<file path="src/rtl/ztsc_pkg.sv">
// Shared types, command codes, initial keys and key arithmetic for the
// traditional ZIP stream cipher. No dependencies; unused by ztsc_keystream.
`default_nettype none

package ztsc_pkg;

    // Command codes carried on the input channel.
    localparam logic [1:0] CMD_RESTART  = 2'd0;
    localparam logic [1:0] CMD_PASSWORD = 2'd1;
    localparam logic [1:0] CMD_ENCRYPT  = 2'd2;
    localparam logic [1:0] CMD_DECRYPT  = 2'd3;

    // Initial key values loaded by reset and by the restart command.
    localparam logic [31:0] KEY0_INIT = 32'h1234_5678;
    localparam logic [31:0] KEY1_INIT = 32'h2345_6789;
    localparam logic [31:0] KEY2_INIT = 32'h3456_7890;

    // Reflected CRC-32 polynomial.
    localparam logic [31:0] CRC_POLY = 32'hEDB8_8320;

    // The three cipher keys as one bundle.
    typedef struct packed {
        logic [31:0] crc_key;
        logic [31:0] lcg_key;
        logic [31:0] stream_key;
    } t_keys;

    localparam t_keys KEYS_INIT = '{crc_key: KEY0_INIT, lcg_key: KEY1_INIT,
                                    stream_key: KEY2_INIT};

    // One CRC-32 byte step. The eight shifts reduce to a fixed XOR network,
    // the same content as the usual 256-entry table.
    function automatic logic [31:0] crc_byte_step(input logic [31:0] crc,
                                                  input logic [7:0]  b);
        logic [31:0] v;
        v = {24'd0, crc[7:0] ^ b};
        for (int s = 0; s < 8; s++) begin
            v = (v >> 1) ^ (v[0] ? CRC_POLY : 32'd0);
        end
        return v ^ (crc >> 8);
    endfunction

    // Multiply by 134775813 (0x08088405) modulo 2^32 as a sum of shifts.
    function automatic logic [31:0] lcg_mul(input logic [31:0] x);
        return (x << 27) + (x << 19) + (x << 15) + (x << 10) + (x << 2) + x;
    endfunction

endpackage

`default_nettype wire

</file>
<file path="src/rtl/ztsc_keystream.sv">
// Keystream byte generator: bits 15..8 of t*(t^1), t = stream key low half | 2.
// Uses none of the ztsc_pkg items; no dependencies.
`default_nettype none

module ztsc_keystream (
    input  wire logic [31:0] i_stream_key,
    output logic      [7:0]  o_ks_byte
);

    logic [15:0] t;
    logic [15:0] prod;

    // Only the low 16 bits of the product are needed.
    assign t         = {i_stream_key[15:2], 1'b1, i_stream_key[0]};
    assign prod      = t * (t ^ 16'd1);
    assign o_ks_byte = prod[15:8];

endmodule

`default_nettype wire

</file>
<file path="src/rtl/ztsc_key_update.sv">
// Key update for one plaintext byte: CRC step, LCG step, CRC step.
// Depends on ztsc_pkg for t_keys, crc_byte_step and lcg_mul.
`default_nettype none

module ztsc_key_update (
    input  wire ztsc_pkg::t_keys i_keys,
    input  wire logic [7:0]      i_plain,
    output ztsc_pkg::t_keys      o_keys
);

    logic [31:0] crc_next;
    logic [31:0] lcg_sum;
    logic [31:0] lcg_next;

    assign crc_next = ztsc_pkg::crc_byte_step(i_keys.crc_key, i_plain);
    assign lcg_sum  = i_keys.lcg_key + {24'd0, crc_next[7:0]};
    assign lcg_next = ztsc_pkg::lcg_mul(lcg_sum) + 32'd1;

    assign o_keys.crc_key    = crc_next;
    assign o_keys.lcg_key    = lcg_next;
    assign o_keys.stream_key = ztsc_pkg::crc_byte_step(i_keys.stream_key,
                                                       lcg_next[31:24]);

endmodule

`default_nettype wire

</file>
<file path="src/rtl/zip_traditional_stream_cipher.sv">
// Top level of the traditional ZIP byte stream cipher: input register, key
// state, output register. Depends on ztsc_pkg, ztsc_keystream, ztsc_key_update.
//
//   Channel | Direction | Handshake            | Payload
//   --------+-----------+----------------------+----------------------------
//   command | in        | i_valid / o_stall    | i_cmd[1:0], i_data_in[7:0]
//   result  | out       | o_valid / i_stall    | o_data_out[7:0]
//
// One transaction is accepted per cycle while o_stall is low. An encrypt or
// decrypt transaction passes through the input register and the output
// register to the result channel; restart and password transactions give no
// result. The per-byte key recurrence (keystream multiply, CRC step, constant
// LCG multiply, CRC step) is combinational from the key registers back to
// them, which sets the one-byte-per-cycle rate. Reset (synchronous, active low)
// empties both stages and loads the initial keys. A stalled result holds in the
// output register while the input register keeps taking work; only a second
// result behind a stalled one stalls the command channel.
`default_nettype none

module zip_traditional_stream_cipher (
    input  wire logic       i_clk,
    input  wire logic       i_rst_n,
    // command channel
    input  wire logic       i_valid,
    input  wire logic [1:0] i_cmd,
    input  wire logic [7:0] i_data_in,
    output logic            o_stall,
    // result channel
    output logic            o_valid,
    output logic      [7:0] o_data_out,
    input  wire logic       i_stall
);

    // Input register: holds one command transaction.
    logic            r_s1_valid;
    logic [1:0]      r_s1_cmd;
    logic [7:0]      r_s1_data;

    // Key state.
    ztsc_pkg::t_keys r_keys;
    ztsc_pkg::t_keys n_keys;
    ztsc_pkg::t_keys upd_keys;

    // Output register.
    logic            r_out_valid;
    logic [7:0]      r_out_data;

    logic            s1_result;
    logic            out_free;
    logic            s1_go;
    logic            in_accept;
    logic [7:0]      ks_byte;
    logic [7:0]      xor_byte;
    logic [7:0]      plain;

    // Encrypt and decrypt are the two commands that give a result.
    assign s1_result = (r_s1_cmd == ztsc_pkg::CMD_ENCRYPT) ||
                       (r_s1_cmd == ztsc_pkg::CMD_DECRYPT);
    // The output register can take a new result if it is empty or draining.
    assign out_free  = !r_out_valid || !i_stall;
    assign s1_go     = r_s1_valid && (!s1_result || out_free);
    assign o_stall   = r_s1_valid && !s1_go;
    assign in_accept = i_valid && !o_stall;

    ztsc_keystream u_keystream (
        .i_stream_key (r_keys.stream_key),
        .o_ks_byte    (ks_byte)
    );

    assign xor_byte = r_s1_data ^ ks_byte;

    // Except on restart, the keys absorb the plaintext: the data byte itself for
    // password and encrypt, the recovered byte for decrypt.
    always_comb begin
        case (r_s1_cmd)
            ztsc_pkg::CMD_DECRYPT: plain = xor_byte;
            default:               plain = r_s1_data;
        endcase
    end

    ztsc_key_update u_key_update (
        .i_keys  (r_keys),
        .i_plain (plain),
        .o_keys  (upd_keys)
    );

    always_comb begin
        n_keys = r_keys;
        if (s1_go) begin
            unique case (r_s1_cmd)
                ztsc_pkg::CMD_RESTART: n_keys = ztsc_pkg::KEYS_INIT;
                default:               n_keys = upd_keys;
            endcase
        end
    end

    always_ff @(posedge i_clk) begin
        if (!i_rst_n) begin
            r_s1_valid  <= 1'b0;
            r_out_valid <= 1'b0;
            r_keys      <= ztsc_pkg::KEYS_INIT;
        end else begin
            r_keys <= n_keys;
            if (in_accept) begin
                r_s1_valid <= 1'b1;
            end else if (s1_go) begin
                r_s1_valid <= 1'b0;
            end
            if (s1_go && s1_result) begin
                r_out_valid <= 1'b1;
            end else if (!i_stall) begin
                r_out_valid <= 1'b0;
            end
        end
    end

    // Payload registers need no reset.
    always_ff @(posedge i_clk) begin
        if (in_accept) begin
            r_s1_cmd  <= i_cmd;
            r_s1_data <= i_data_in;
        end
        if (s1_go && s1_result) begin
            r_out_data <= xor_byte;
        end
    end

    assign o_valid    = r_out_valid;
    assign o_data_out = r_out_data;

endmodule

`default_nettype wire

</file>
<file path="config.mk">
export PLATFORM = sky130hd
export DESIGN_NAME = zip_traditional_stream_cipher
export DESIGN_NICKNAME = d
export VERILOG_FILES = /design/src/rtl/ztsc_pkg.sv /design/src/rtl/ztsc_keystream.sv /design/src/rtl/ztsc_key_update.sv /design/src/rtl/zip_traditional_stream_cipher.sv
export SDC_FILE = /design/constraint.sdc
export NUM_CORES = 1
export LEC_CHECK = 0
export ABC_AREA = 1
export BUFFER_PORTS_ARGS = -buffer_cell sky130_fd_sc_hd__buf_2
export CORE_AREA = 2 2 168 170
export CTS_CLUSTER_DIAMETER = 30
export DETAILED_ROUTE_END_ITERATION = 8
export DIE_AREA = 0 0 170 172
export GPL_TIMING_DRIVEN = 0
export PLACE_DENSITY = 0.71
export SLEW_MARGIN = 15
export SYNTH_ARGS = -nofsm -noshare
export SYNTH_HDL_FRONTEND = slang
export SYNTH_SLANG_ARGS = --single-unit
</file>
<file path="constraint.sdc">
create_clock -name i_clk -period 13.97 [get_ports i_clk]
set_clock_uncertainty 0.2 [all_clocks]
set_input_delay 0.6985 -clock i_clk [delete_from_list [all_inputs] [get_ports i_clk]]
set_output_delay 0.6985 -clock i_clk [all_outputs]
set_load 0.02 [all_outputs]
</file>
==> results list <==
- Run status: complete, no violations
- The die covers 29200 um^2.
* Max-slew headroom: 0.400
- The first global-routing pass estimated a little over 70000 um of wire.
- Number of enable flip-flop cells after synthesis: 18
- For the pin with the worst max-slew slack, the measured transition is 0.894 ns.
- The Yosys step of the flow raised 0 warnings.
* Number of levels the H-tree was split into: 4
* Initial antenna violation count: 0
- 24 I/O pins were placed.
- Library cell appearing most often on the critical path: sky130_fd_sc_hd__nand2_1
* Fraction of synthesis flops using an asynchronous set or reset pin: 0
- TritonCTS built the clock tree.
- Together, buffers and inverters on the worst path number 15.
* Final critical-path required period: 13.16 ns
- In the final layout, flip-flops and latches occupy 2500 um^2.
- Summing over every cut layer, the via total after detailed routing is 14013.
- Avg WL per Cell: around 18 um
- In the synthesized netlist, the number of instances is ~2100.
- For this run, the leading register cell type out of synthesis is sky130_fd_sc_hd__dfxtp_1.
* Die Wd: 170 um
- Clock latency on the worst-skew pair: 0.43 ns
- Post-detailed-route count of antenna-violating nets: 0
- Mean instance size in the synthesized netlist: 7.02 um^2
* DRC errors left: 0
- During placement, the flow inserted port buffers numbering 22.
- Total count of max-transition violations in the final report: 0
* Estimated wirelength of the detail-placed design: between 30000 and 40000 um
* Element type at the critical path start: flip-flop
- Fillcell total: 2578
* Pin count of the biggest net entering global routing: 17
* Crit path required time: 14.05 ns
* CP max stage cell: sky130_fd_sc_hd__fa_1
- The via count of the first global-routing pass was 13366.
* Number of design-rule violations left by the first detailed-router iteration: roughly 1300
- Before antenna repair, the detailed router went through 5 iterations.
* Sum of negative setup slack: 0 ns
- In this run, synthesis produced a sequential element count of 116.
- Number of standard-cell rows in the floorplan: 61
- Synth cell types: 52
- The synthesized netlist occupies a cell area of 15000 um^2.
* Starting density of the core: 0.544
- After clock tree synthesis, the clock-pin slew on the worst setup and hold paths is approximately 0.060 ns.
- CTS max path bufs: 2
- The multi-input combinational cells in the finished layout cover a total of 10900 um^2.
- In the final layout, the share of cells above drive strength 1 is 0.106.
- Data arrives at the worst endpoint at 13.24 ns.
* Global-route total usage across every layer: 0.315
- Vias per Instance: about 5.5
- Number of clock buffers inserted by TritonCTS: 17
- Worst-path maximum fanout: 10
- Core outline area: 27500 um^2
* Type of the worst setup path: flip-flop to flip-flop
* Sum of overflow across all layers after global routing: 0
- Worst min-delay path class: primary input to flip-flop
- Count of hold buffers inserted by post-cts repair: 0
- On the worst path, the slowest cell contributes a delay of 0.56 ns.
- Setup violations remaining at the end of the flow were counted as 0.
- Die span in y: 172 um
- Layout Nets: 2437
* Net count after synthesis: 2393
- The tree is rooted in a sky130_fd_sc_hd__clkbuf_16.
- Max-cap violations: 0
* Sequential-to-total area share from yosys stat: 0.167
* Maximum frequency from static timing analysis: 76.0 MHz
- In the finished design, the share of the clock period the worst path needs comes to 0.942.
- Count of inserted antenna diode cells: 0
- At the end of routability-driven placement, the weighted congestion stood at just under 1.
- On the critical path the largest part of the delay comes from adder cells.
- The final-report hold violation count came to 0.
- The routed design has ~44000 um of wire.
- Relative to the synthesized area, the layout overhead comes to 8.90%.
- Clock Sink Count: 116
- Worst Setup End Kind: flip-flop
through the flow:
stage | instance area (um^2) | hold slack [ns] | cells | util | worst slack [ns]
floorplan | 15000 | 0.245 | 2130 | - | 2.32
finish | 16300 | 0.244 | 2533 | 0.593 | 0.813
global placement | 15500 | 0.264 | 2498 | 0.564 | 0.121
detailed placement | 15500 | 0.269 | 2498 | 0.564 | -0.00476
global route | 16300 | 0.226 | 2533 | 0.593 | -0.0578
CTS | 16100 | 0.233 | 2530 | 0.584 | 0.0140
cell families after synthesis:
group	Yosys count	share of synthesized area
AOI/OAI and AO/OA	257	0.0938
xor gates and xnor gates	126	0.0798
adders and majority gates	249	0.264
buffers and inverters	441	0.114
DFF	116	0.167
other	1	0.000251
and+or+nand+nor	940	0.281
cells in the mapped netlist, types with 3 or more instances:
master                       n  area (um^2)
sky130_fd_sc_hd__dfxtp_1    98         1960
sky130_fd_sc_hd__and2_1      3         18.8
sky130_fd_sc_hd__o211ai_1   12         90.1
sky130_fd_sc_hd__nand2_4     7         78.8
sky130_fd_sc_hd__a31oi_1     4         25.0
sky130_fd_sc_hd__o21ai_0    66          330
sky130_fd_sc_hd__nor2_2      8         50.1
sky130_fd_sc_hd__or2_2      11         68.8
sky130_fd_sc_hd__nand3b_1   12         90.1
sky130_fd_sc_hd__nand3_2    18          180
sky130_fd_sc_hd__nand3_1   139          696
sky130_fd_sc_hd__nand4_1    17          106
sky130_fd_sc_hd__nor3_1      9         45.0
sky130_fd_sc_hd__buf_2       8         40.0
sky130_fd_sc_hd__or2_1       5         31.3
sky130_fd_sc_hd__o21ai_1    11         55.1
sky130_fd_sc_hd__a21oi_1   133          666
sky130_fd_sc_hd__xnor2_1    36          315
sky130_fd_sc_hd__ha_1      139         1740
sky130_fd_sc_hd__nor2_1     90          338
sky130_fd_sc_hd__clkbuf_1   36          135
sky130_fd_sc_hd__o21bai_1    5         37.5
sky130_fd_sc_hd__xor2_1     83          727
sky130_fd_sc_hd__buf_4       5         37.5
sky130_fd_sc_hd__inv_1     371         1390
sky130_fd_sc_hd__a21o_1     10         75.1
sky130_fd_sc_hd__nand2_1   567         2130
sky130_fd_sc_hd__a31o_2      3         26.3
sky130_fd_sc_hd__nand2_2    48          300
sky130_fd_sc_hd__inv_2      14         52.6
sky130_fd_sc_hd__fa_1      110         2200
sky130_fd_sc_hd__buf_6       3         33.8
sky130_fd_sc_hd__o22ai_1     4         25.0
sky130_fd_sc_hd__edfxtp_1   18          541
sky130_fd_sc_hd__xor2_2      3         48.8
placed cells by master (no fill, tap or decap), types with 8 or more instances in the layout:
cell / Yosys / routed
sky130_fd_sc_hd__a21o_1: 10 / 10
sky130_fd_sc_hd__a21oi_1: 133 / 131
sky130_fd_sc_hd__buf_2: 8 / 30
sky130_fd_sc_hd__buf_4: 5 / 9
sky130_fd_sc_hd__clkbuf_1: 36 / 32
sky130_fd_sc_hd__clkbuf_16: 0 / 17
sky130_fd_sc_hd__dfxtp_1: 98 / 96
sky130_fd_sc_hd__edfxtp_1: 18 / 18
sky130_fd_sc_hd__fa_1: 110 / 110
sky130_fd_sc_hd__ha_1: 139 / 133
sky130_fd_sc_hd__inv_1: 371 / 369
sky130_fd_sc_hd__inv_2: 14 / 16
sky130_fd_sc_hd__nand2_1: 567 / 563
sky130_fd_sc_hd__nand2_2: 48 / 46
sky130_fd_sc_hd__nand2_4: 7 / 13
sky130_fd_sc_hd__nand3_1: 139 / 138
sky130_fd_sc_hd__nand3_2: 18 / 19
sky130_fd_sc_hd__nand3b_1: 12 / 12
sky130_fd_sc_hd__nand4_1: 17 / 17
sky130_fd_sc_hd__nor2_1: 90 / 87
sky130_fd_sc_hd__nor2_2: 8 / 10
sky130_fd_sc_hd__nor3_1: 9 / 8
sky130_fd_sc_hd__o211ai_1: 12 / 12
sky130_fd_sc_hd__o21ai_0: 66 / 65
sky130_fd_sc_hd__o21ai_1: 11 / 11
sky130_fd_sc_hd__or2_2: 11 / 11
sky130_fd_sc_hd__xnor2_1: 36 / 35
sky130_fd_sc_hd__xor2_1: 83 / 80
layer usage:
layer / routed length [um] / track usage / share of wire / vias to the layer above
li1: - / - / - / 6753
met1: 19700 / 0.435 / 0.44 / 6637
met2: 20000 / 0.509 / 0.45 / 558
met3: 3500 / 0.0556 / 0.079 / 65
met4: 1120 / 0.0847 / 0.025 / 0
met5: 0 / 0 / 0 / -
registers in the layout, indices dropped and copies added (netlist names):
signal,cells
r_s1_data,8
r_s1_cmd,2
r_keys,96
o_data_out,8
r_s1_valid,1
o_valid,1
layout make-up:
type | count | area share
well taps | 346 | 0.0266
plain buffers | 53 | 0.0161
clock buffers | 17 | 0.0261
multi-input cells | 1573 | 0.671
inverters | 388 | 0.0898
flip-flops and latches | 116 | 0.154
clock inverters | 15 | 0.00815
repair buffers | 25 | 0.00815
worst reg2reg max path: cells and delay by family, from the launching register on:
family,cells,cell delay (ns)
AO/OA/AOI/OAI,7,0.99
XOR/XNOR,3,0.59
adder cells (fa/ha/maj),12,5.46
buffers and inverters,15,1.35
flip-flops,1,0.35
AND/OR/NAND/NOR,34,4.09
worst paths after layout:
| path | startpoint | endpoint | slack [ns] | cells after the start |
|---|---|---|---|---|
| worst max register to register | r_keys[2]$_SDFFE_PN0P_ | r_keys[19]$_SDFFE_PN0P_ | 0.81 | 71 |
| worst min register to register | r_keys[77]$_SDFFE_PN0P_ | r_keys[77]$_SDFFE_PN0P_ | 0.28 | 2 |
| worst min-delay path | i_data_in[1] | r_s1_data[1]$_DFFE_PP_ | 0.24 | 1 |
| worst max-delay path | r_keys[2]$_SDFFE_PN0P_ | r_keys[19]$_SDFFE_PN0P_ | 0.81 | 71 |
what timing repair did:
action	4_1_cts	5_1_grt
gates resized for setup	1	54
pin swaps	0	10
setup buffers	0	3
setup endpoints to repair	2	33
cloned	0	0
Power is left out: the tool's default activity adds up to more than one toggle a clock period on the data nets, which glitch-free logic cannot reach.
